<file path="config.mk">
export PLATFORM = sky130hd
export DESIGN_NAME = fp64_same_sign_subtract_flat
export DESIGN_NICKNAME = d
export VERILOG_FILES = /design/src/fpsub_pkg.sv /design/src/fpsub_if.sv /design/src/fp64_same_sign_subtract.sv /design/src/fpsub_unpack.sv /design/src/fpsub_norm.sv /design/src/flat_wrapper.sv
export SDC_FILE = /design/constraint.sdc
export NUM_CORES = 2
export LEC_CHECK = 0
export ABC_AREA = 0
export ABC_CLOCK_PERIOD_IN_PS = 15400
export BUFFER_PORTS_ARGS = -buffer_cell sky130_fd_sc_hd__buf_2
export CAP_MARGIN = 20
export CORE_MARGIN = 8
export CORE_UTILIZATION = 29
export DETAILED_ROUTE_END_ITERATION = 7
export HOLD_SLACK_MARGIN = 0.12
export PLACE_DENSITY = 0.44
export SYNTH_ARGS = -nofsm -noshare
export SYNTH_HDL_FRONTEND = slang
export SYNTH_HIERARCHICAL = 1
export SYNTH_SLANG_ARGS = --single-unit
</file>
<file path="constraint.sdc">
create_clock -name clk -period 15.4 [get_ports clk]
set_input_delay 0.77 -clock clk [delete_from_list [all_inputs] [get_ports clk]]
set_output_delay 0.77 -clock clk [all_outputs]
set_load 0.005 [all_outputs]
</file>
<file path="src/fpsub_pkg.sv">
// Package for the binary64 same-sign subtract unit.
// Holds widths, field constants and the stage-to-stage payload types; no dependencies.
package fpsub_pkg;

	localparam int unsigned WordW  = 64;
	localparam int unsigned ExpW   = 11;
	localparam int unsigned FracW  = 52;
	localparam int unsigned GuardW = 6;
	// Working mantissa: hidden bit, fraction, guard bits, plus one carry bit.
	localparam int unsigned ManW   = FracW + GuardW + 2;
	localparam int unsigned ShW    = 6;
	localparam logic [ExpW-1:0] ExpMax = '1;
	localparam logic [ManW-1:0] RoundAdd = ManW'(32);
	localparam logic [ExpW-1:0] DropLimit = ExpW'(53);
	localparam logic [WordW-1:0] DefaultNanReset = 64'h7FF8_0000_0000_0000;

	// Unpack stage result: either a finished word or operands ready to subtract.
	typedef struct packed {
		logic             done;
		logic [WordW-1:0] word;
		logic             sign;
		logic [ExpW-1:0]  e1;
		logic [ManW-1:0]  m1;
		logic [ManW-1:0]  m2;
	} align_t;

	// Difference stage result.
	typedef struct packed {
		logic             done;
		logic [WordW-1:0] word;
		logic             sign;
		logic [ExpW-1:0]  e1;
		logic [ManW-1:0]  diff;
	} diff_t;

	// Normalize stage result.
	typedef struct packed {
		logic             done;
		logic [WordW-1:0] word;
		logic             sign;
		logic [ExpW-1:0]  e1;
		logic [ManW-1:0]  man;
	} norm_t;

endpackage

</file>
<file path="src/fpsub_if.sv">
// Valid/ready channel interface carrying two operand words and a result word.
// Depends on fpsub_pkg for the default width.
interface fpsub_if #(
	parameter int unsigned W = fpsub_pkg::WordW
) (
	input logic clk
);
	logic         valid;
	logic         ready;
	logic [W-1:0] a_bits;
	logic [W-1:0] b_bits;
	logic [W-1:0] result_bits;

	modport source (output valid, output a_bits, output b_bits, output result_bits,
		input ready);
	modport sink (input valid, input a_bits, input b_bits, input result_bits,
		output ready);
endinterface

</file>
<file path="src/fp64_same_sign_subtract.sv">
// Binary64 same-sign subtract unit: top level with a four-stage pipeline.
// Depends on fpsub_pkg, fpsub_if, fpsub_unpack and fpsub_norm.

// Computes a minus b for binary64 operands assumed to share a sign, one request
// per clock while the output is not stalled. Stage 1 compares magnitudes, handles
// NaN, infinity and denormal pairs, and aligns the smaller mantissa; stage 2
// subtracts; stage 3 normalizes; stage 4 rounds half-up without sticky and
// packs the word. Valid bits travel with each stage and the whole pipeline
// holds while the output request is not taken, so nothing is lost or repeated.
// default_nan is written by cfg_we/cfg_data and returned for inf minus inf.
module fp64_same_sign_subtract #(
	parameter logic [63:0] DefaultNan = fpsub_pkg::DefaultNanReset
) (
	input  logic         clk,
	input  logic         arst_n,
	input  logic         cfg_we,
	input  logic [63:0]  cfg_data,
	fpsub_if.sink        in_ch,
	fpsub_if.source      out_ch
);
	localparam int unsigned MW = fpsub_pkg::ManW;
	localparam int unsigned EW = fpsub_pkg::ExpW;
	localparam int unsigned GW = fpsub_pkg::GuardW;

	logic [63:0]        default_nan_q;
	logic               v_s1, v_s2, v_s3, v_s4;
	fpsub_pkg::align_t  al, al_s1;
	fpsub_pkg::diff_t   df, df_s2;
	fpsub_pkg::norm_t   nm, nm_s3;
	logic [63:0]        out_s4;
	logic               adv;
	logic [MW-1:0]      rnd;
	logic [EW-1:0]      re;
	logic [63:0]        packed_w;

	// Advance everything when the output slot is free or being taken.
	assign adv = !v_s4 || out_ch.ready;
	assign in_ch.ready = adv;
	assign out_ch.valid = v_s4;
	assign out_ch.result_bits = out_s4;
	assign out_ch.a_bits = '0;
	assign out_ch.b_bits = '0;

	always_ff @(posedge clk or negedge arst_n) begin
		if (!arst_n)
			default_nan_q <= DefaultNan;
		else if (cfg_we)
			default_nan_q <= cfg_data;
	end

	fpsub_unpack u_unpack (
		.a(in_ch.a_bits), .b(in_ch.b_bits), .default_nan(default_nan_q), .res(al)
	);

	always_comb begin
		df.done = al_s1.done;
		df.word = al_s1.word;
		df.sign = al_s1.sign;
		df.e1 = al_s1.e1;
		df.diff = al_s1.m1 - al_s1.m2;
		if (!al_s1.done && df.diff == '0) begin
			df.done = 1'b1;
			df.word = '0;
		end
	end

	fpsub_norm u_norm (.d(df_s2), .n(nm));

	always_comb begin
		// Round half-up, renormalize on carry, encode denormal if hidden bit clear.
		rnd = nm_s3.man + fpsub_pkg::RoundAdd;
		re = nm_s3.e1;
		if (rnd[MW-1]) begin
			re = re + EW'(1);
			rnd = rnd >> 1;
		end
		packed_w = {nm_s3.sign, rnd[MW-2] ? re : {EW{1'b0}},
			rnd[GW +: fpsub_pkg::FracW]};
		if (nm_s3.done)
			packed_w = nm_s3.word;
	end

	always_ff @(posedge clk or negedge arst_n) begin
		if (!arst_n) begin
			v_s1 <= 1'b0;
			v_s2 <= 1'b0;
			v_s3 <= 1'b0;
			v_s4 <= 1'b0;
		end else if (adv) begin
			v_s1 <= in_ch.valid;
			v_s2 <= v_s1;
			v_s3 <= v_s2;
			v_s4 <= v_s3;
		end
	end

	always_ff @(posedge clk) begin
		if (adv) begin
			al_s1 <= al;
			df_s2 <= df;
			nm_s3 <= nm;
			out_s4 <= packed_w;
		end
	end

`ifndef SYNTHESIS
	a_hold: assert property (@(posedge clk) disable iff (!arst_n)
		(v_s4 && !out_ch.ready) |=> (v_s4 && $stable(out_s4)))
		else $error("result dropped under stall");
	a_ready: assert property (@(posedge clk) disable iff (!arst_n)
		!v_s4 |-> in_ch.ready)
		else $error("input stalled with empty output");
	a_flow: assert property (@(posedge clk) disable iff (!arst_n)
		(adv && v_s3) |=> v_s4)
		else $error("stage 3 item lost");
`endif
endmodule

</file>
<file path="src/fpsub_unpack.sv">
// Unpack stage: compare magnitudes, pick the larger, settle special cases, align.
// Depends on fpsub_pkg.
module fpsub_unpack (
	input  logic [fpsub_pkg::WordW-1:0] a,
	input  logic [fpsub_pkg::WordW-1:0] b,
	input  logic [fpsub_pkg::WordW-1:0] default_nan,
	output fpsub_pkg::align_t           res
);
	localparam int unsigned FW = fpsub_pkg::FracW;
	localparam int unsigned EW = fpsub_pkg::ExpW;
	localparam int unsigned MW = fpsub_pkg::ManW;

	logic [EW-1:0] ea, eb, e1, e2, gap;
	logic [FW-1:0] fa, fb, f1, f2;
	logic          swap;
	logic [MW-1:0] m2full;

	always_comb begin
		ea = a[62:52];
		eb = b[62:52];
		fa = a[FW-1:0];
		fb = b[FW-1:0];
		swap = (ea < eb) || (ea == eb && fa < fb);
		res = '0;
		f1 = swap ? fb : fa;
		e1 = swap ? eb : ea;
		f2 = swap ? fa : fb;
		e2 = swap ? ea : eb;
		res.sign = a[63] ^ swap;
		res.e1 = e1;
		gap = e1 - e2;
		m2full = '0;
		if (swap && eb == fpsub_pkg::ExpMax) begin
			res.done = 1'b1;
			res.word = (fb != '0) ? b : {~b[63], b[62:0]};
		end else if (!swap && ea == fpsub_pkg::ExpMax) begin
			res.done = 1'b1;
			res.word = (fa == '0 && eb == fpsub_pkg::ExpMax) ? default_nan : a;
		end else if (e1 == '0) begin
			// Both denormal: subtract fractions directly.
			res.done = 1'b1;
			res.word = (f1 == f2) ? '0 : {res.sign, {EW{1'b0}}, f1 - f2};
		end else begin
			if (e2 == '0)
				gap = gap - EW'(1);
			res.m1 = {1'b0, 1'b1, f1, {fpsub_pkg::GuardW{1'b0}}};
			m2full = {1'b0, (e2 != '0), f2, {fpsub_pkg::GuardW{1'b0}}};
			if (gap <= fpsub_pkg::DropLimit)
				res.m2 = m2full >> gap;
		end
	end
endmodule

</file>
<file path="src/fpsub_norm.sv">
// Normalize stage: leading-zero count and left shift, floored at exponent one.
// Depends on fpsub_pkg.
module fpsub_norm (
	input  fpsub_pkg::diff_t d,
	output fpsub_pkg::norm_t n
);
	localparam int unsigned MW = fpsub_pkg::ManW;
	localparam int unsigned EW = fpsub_pkg::ExpW;

	logic [fpsub_pkg::ShW-1:0] lz;
	logic [EW-1:0]             sh;

	always_comb begin
		// Count leading zeros from the hidden position (bit MW-2) downward.
		lz = '0;
		for (int i = 0; i <= int'(MW) - 2; i++) begin
			if (d.diff[i])
				lz = fpsub_pkg::ShW'(int'(MW) - 2 - i);
		end
		sh = EW'(lz);
		if (d.e1 <= sh)
			sh = d.e1 - EW'(1);
		n.done = d.done;
		n.word = d.word;
		n.sign = d.sign;
		n.e1 = d.e1 - sh;
		n.man = d.diff << sh;
	end
endmodule

</file>
<file path="src/flat_wrapper.sv">
// flat-port wrapper written by rule: the top's interface ports become plain ports
module fp64_same_sign_subtract_flat 
#(
	parameter logic [63:0] DefaultNan = fpsub_pkg::DefaultNanReset
)
  (clk, arst_n, cfg_we, cfg_data, in_ch_valid, in_ch_a_bits, in_ch_b_bits, in_ch_result_bits, in_ch_ready, out_ch_valid, out_ch_a_bits, out_ch_b_bits, out_ch_result_bits, out_ch_ready);
  fpsub_if in_ch_i (.clk(clk));
  fpsub_if out_ch_i (.clk(clk));
  input  logic clk;
  input  logic arst_n;
  input  logic cfg_we;
  input  logic [63:0] cfg_data;
  input wire logic [$bits(in_ch_i.valid)-1:0] in_ch_valid;
  input wire logic [$bits(in_ch_i.a_bits)-1:0] in_ch_a_bits;
  input wire logic [$bits(in_ch_i.b_bits)-1:0] in_ch_b_bits;
  input wire logic [$bits(in_ch_i.result_bits)-1:0] in_ch_result_bits;
  output wire logic [$bits(in_ch_i.ready)-1:0] in_ch_ready;
  output wire logic [$bits(out_ch_i.valid)-1:0] out_ch_valid;
  output wire logic [$bits(out_ch_i.a_bits)-1:0] out_ch_a_bits;
  output wire logic [$bits(out_ch_i.b_bits)-1:0] out_ch_b_bits;
  output wire logic [$bits(out_ch_i.result_bits)-1:0] out_ch_result_bits;
  input wire logic [$bits(out_ch_i.ready)-1:0] out_ch_ready;
  assign in_ch_i.valid = in_ch_valid;
  assign in_ch_i.a_bits = in_ch_a_bits;
  assign in_ch_i.b_bits = in_ch_b_bits;
  assign in_ch_i.result_bits = in_ch_result_bits;
  assign in_ch_ready = in_ch_i.ready;
  assign out_ch_valid = out_ch_i.valid;
  assign out_ch_a_bits = out_ch_i.a_bits;
  assign out_ch_b_bits = out_ch_i.b_bits;
  assign out_ch_result_bits = out_ch_i.result_bits;
  assign out_ch_i.ready = out_ch_ready;
  fp64_same_sign_subtract #(.DefaultNan(DefaultNan)) u_core (.clk(clk), .arst_n(arst_n), .cfg_we(cfg_we), .cfg_data(cfg_data), .in_ch(in_ch_i), .out_ch(out_ch_i));
endmodule
</file>
==> results.json <==
{
  "outcome": "completed",
  "drtIter0Drc": 3727,
  "area_growth_pct": 10.20,
  "grt_util_met2_pct": 34.95,
  "ctsHoldBuffers": 0,
  "p_per_area_nw_per_um2": 193.8,
  "slew_violations": 0,
  "core-area_sq_um": 154000,
  "fillers": 16220,
  "hold_slack_ps": 278.3,
  "gp_congestion": 0.9511,
  "required_ps": 15760,
  "overflow": 0,
  "cts_buffers": 72,
  "grt_pass1_wl_um": 269300,
  "via_count": 38860,
  "drtPass1Iterations": 6,
  "gr-usage-all-layers_pct": 21.35,
  "cts_root_buffer": "clkbuf_16",
  "slowest_delay_ps": 760,
  "fin_skew_ps": 37.57,
  "numClockSinks": 598,
  "worst_skew_pair.late_latency_ps": 670,
  "regArea_sq_um": 17630,
  "globalRouteMet3Util_pct": 3.951,
  "viasPerCell": 5.497,
  "fin_util_pct": 32.18,
  "slew-limit-headroom_pct": 17.46,
  "cts_resized": 0,
  "grt_use_met1_pct": 28.51,
  "crit_path_end_kind": "register",
  "avgSynthCellArea_sq_um": 9.158,
  "post_drt_wl_per_cell_um": 26.67,
  "yosys_warnings": 6,
  "die_x_um": 409.8,
  "crit_chain": "buf_2 -> inv_1 -> ha_1 -> nand4_1 -> nor3_1 -> nand2b_1 -> nor4_1 -> a21bo_2 -> a21oi_4 -> buf_4 -> buf_4 -> mux2i_1 -> a211o_1 -> a311oi_1 -> o221ai_1 -> a41oi_1 -> o311ai_0 -> buf_4 -> a311oi_1 -> o31ai_1 -> buf_4 -> nand4_1 -> mux2i_1 -> o21ai_0",
  "max_slew.worst_pin.slew_ps": 1225,
  "arrival_ps": 9040,
  "finalHoldViolCount": 0,
  "crit_fanout": 47,
  "antenna_found_initial": 40,
  "cts_max_path_buffers": 3,
  "wl_um": 188500,
  "drive_gt1_share_pct": 12.97,
  "worstSetupPathType": "primary input to register",
  "dp_hpwl_um": 150000,
  "final.period_utilization_pct": 56.35,
  "cts_setup_buffers": 0,
  "ant_nets": 0,
  "path_common_cell": "buf_4",
  "die-area_sq_um": 168000,
  "worstHoldPathType": "primary input to async pin",
  "start_kind": "primary input",
  "grt_pass1_vias": 37390,
  "htree_levels": 3,
  "max_freq_mhz": 115.2,
  "die_h_um": 409.8,
  "pin_count": 455,
  "critPathSlowestCell": "a311oi_1",
  "clk_pin_slew_ps": 60,
  "syn-cell-area_sq_um": 44980,
  "top_usage_layer": "met2",
  "portBuffers": 262,
  "start_util_pct": 29.20,
  "maxCapViolCount": 0,
  "finalCriticalPeriod_ps": 8679,
  "nets": 5361,
  "fin_tns_setup_ps": 0,
  "rsz0062_at_grt": "false",
  "grt_start_max_net_pins": 83,
  "post-route-drc-count": 0,
  "vdd_drop_max_mv": 0.09211,
  "synthCells": 4912,
  "std_cell_rows": 144,
  "p_leak_uw": 0.01940,
  "multi_input_area_sq_um": 24320,
  "finalSetupViolCount": 0,
  "cts_tree": "built"
}
## layout make-up
type,count,area share [%]
clock inverters,42,0.9440
well taps,2044,5.159
clock buffers,87,3.768
flip-flops and latches,598,35.57
diodes,13,0.06563
inverters,253,1.916
repair buffers,319,3.514
multi-input cells,3713,49.06
## state kept, by name, indices dropped and copies added, names as in the netlist
register	cells
u_core/al_s1	197
u_core/default_nan_q	64
u_core/df_s2	137
u_core/nm_s3	132
u_core/out_ch.result_bits	64
u_core/out_ch.valid	1
u_core/v_s1	1
u_core/v_s2	1
u_core/v_s3	1
## critical path: cells and delay by family
family / cells / cell delay (ps)
AO/OA/AOI/OAI: 10 / 3560
AND/OR/NAND/NOR: 5 / 1990
adder cells (fa/ha/maj): 1 / 420
buffers and inverters: 6 / 1830
multiplexers: 2 / 360
## stage by stage
step / setup WS (ps) / cell area, sq um / cells / total power [uW]
floorplan: 22.56 / 45490 / 5046 / 6308
global placement: 6258 / 47200 / 6927 / 7910
detailed placement: 6245 / 47200 / 6927 / 7900
CTS: 6925 / 49540 / 7056 / 9627
global route: 6449 / 49550 / 7059 / 10150
finish: 6721 / 49570 / 7069 / 9605
## path summary, 6_finish.rpt
path | from | to | slack [ps] | cells after the start
max | in_ch_b_bits[51] | u_core/al_s1[182] | 6720 | 24
min | arst_n | u_core/default_nan_q[8] | 280 | 1
max reg2reg | u_core/df_s2[14] | u_core/nm_s3[56] | 7870 | 20
min reg2reg | u_core/al_s1[125] | u_core/df_s2[65] | 410 | 0
max in group asynchronous | arst_n | u_core/default_nan_q[32] | 14460 | 1
min in group clk | cfg_data[46] | u_core/default_nan_q[46] | 330 | 2
## where the power goes
group | switching [uW] | internal, uW
Clock | 715 | 977
Sequential | 456 | 2610
Combinational | 3250 | 1600
Total | 4420 | 5190
## cell usage in the layout, fill, tap and decap left out, types with 58 or more instances in the layout
cell type / count
a211oi_1: 60
o21ai_0: 250
nor2_1: 322
nand4_1: 60
xor2_1: 90
nand3_1: 109
ha_1: 141
a31oi_1: 118
nand2_1: 616
a21oi_1: 368
mux2_2: 96
inv_1: 248
conb_1: 136
edfxtp_1: 530
nor4_1: 67
clkbuf_16: 72
xnor2_1: 82
nor3_1: 98
buf_4: 58
a22oi_1: 68
mux2i_1: 258
buf_2: 261
## layer usage
layer / share of wire [%] / up-vias
li1: - / 18030
met1: 44 / 19120
met2: 46 / 1399
met3: 6.7 / 287
met4: 3.4 / 30
met5: 0.11 / -
Note: power is estimated with default switching activity, not from simulation.
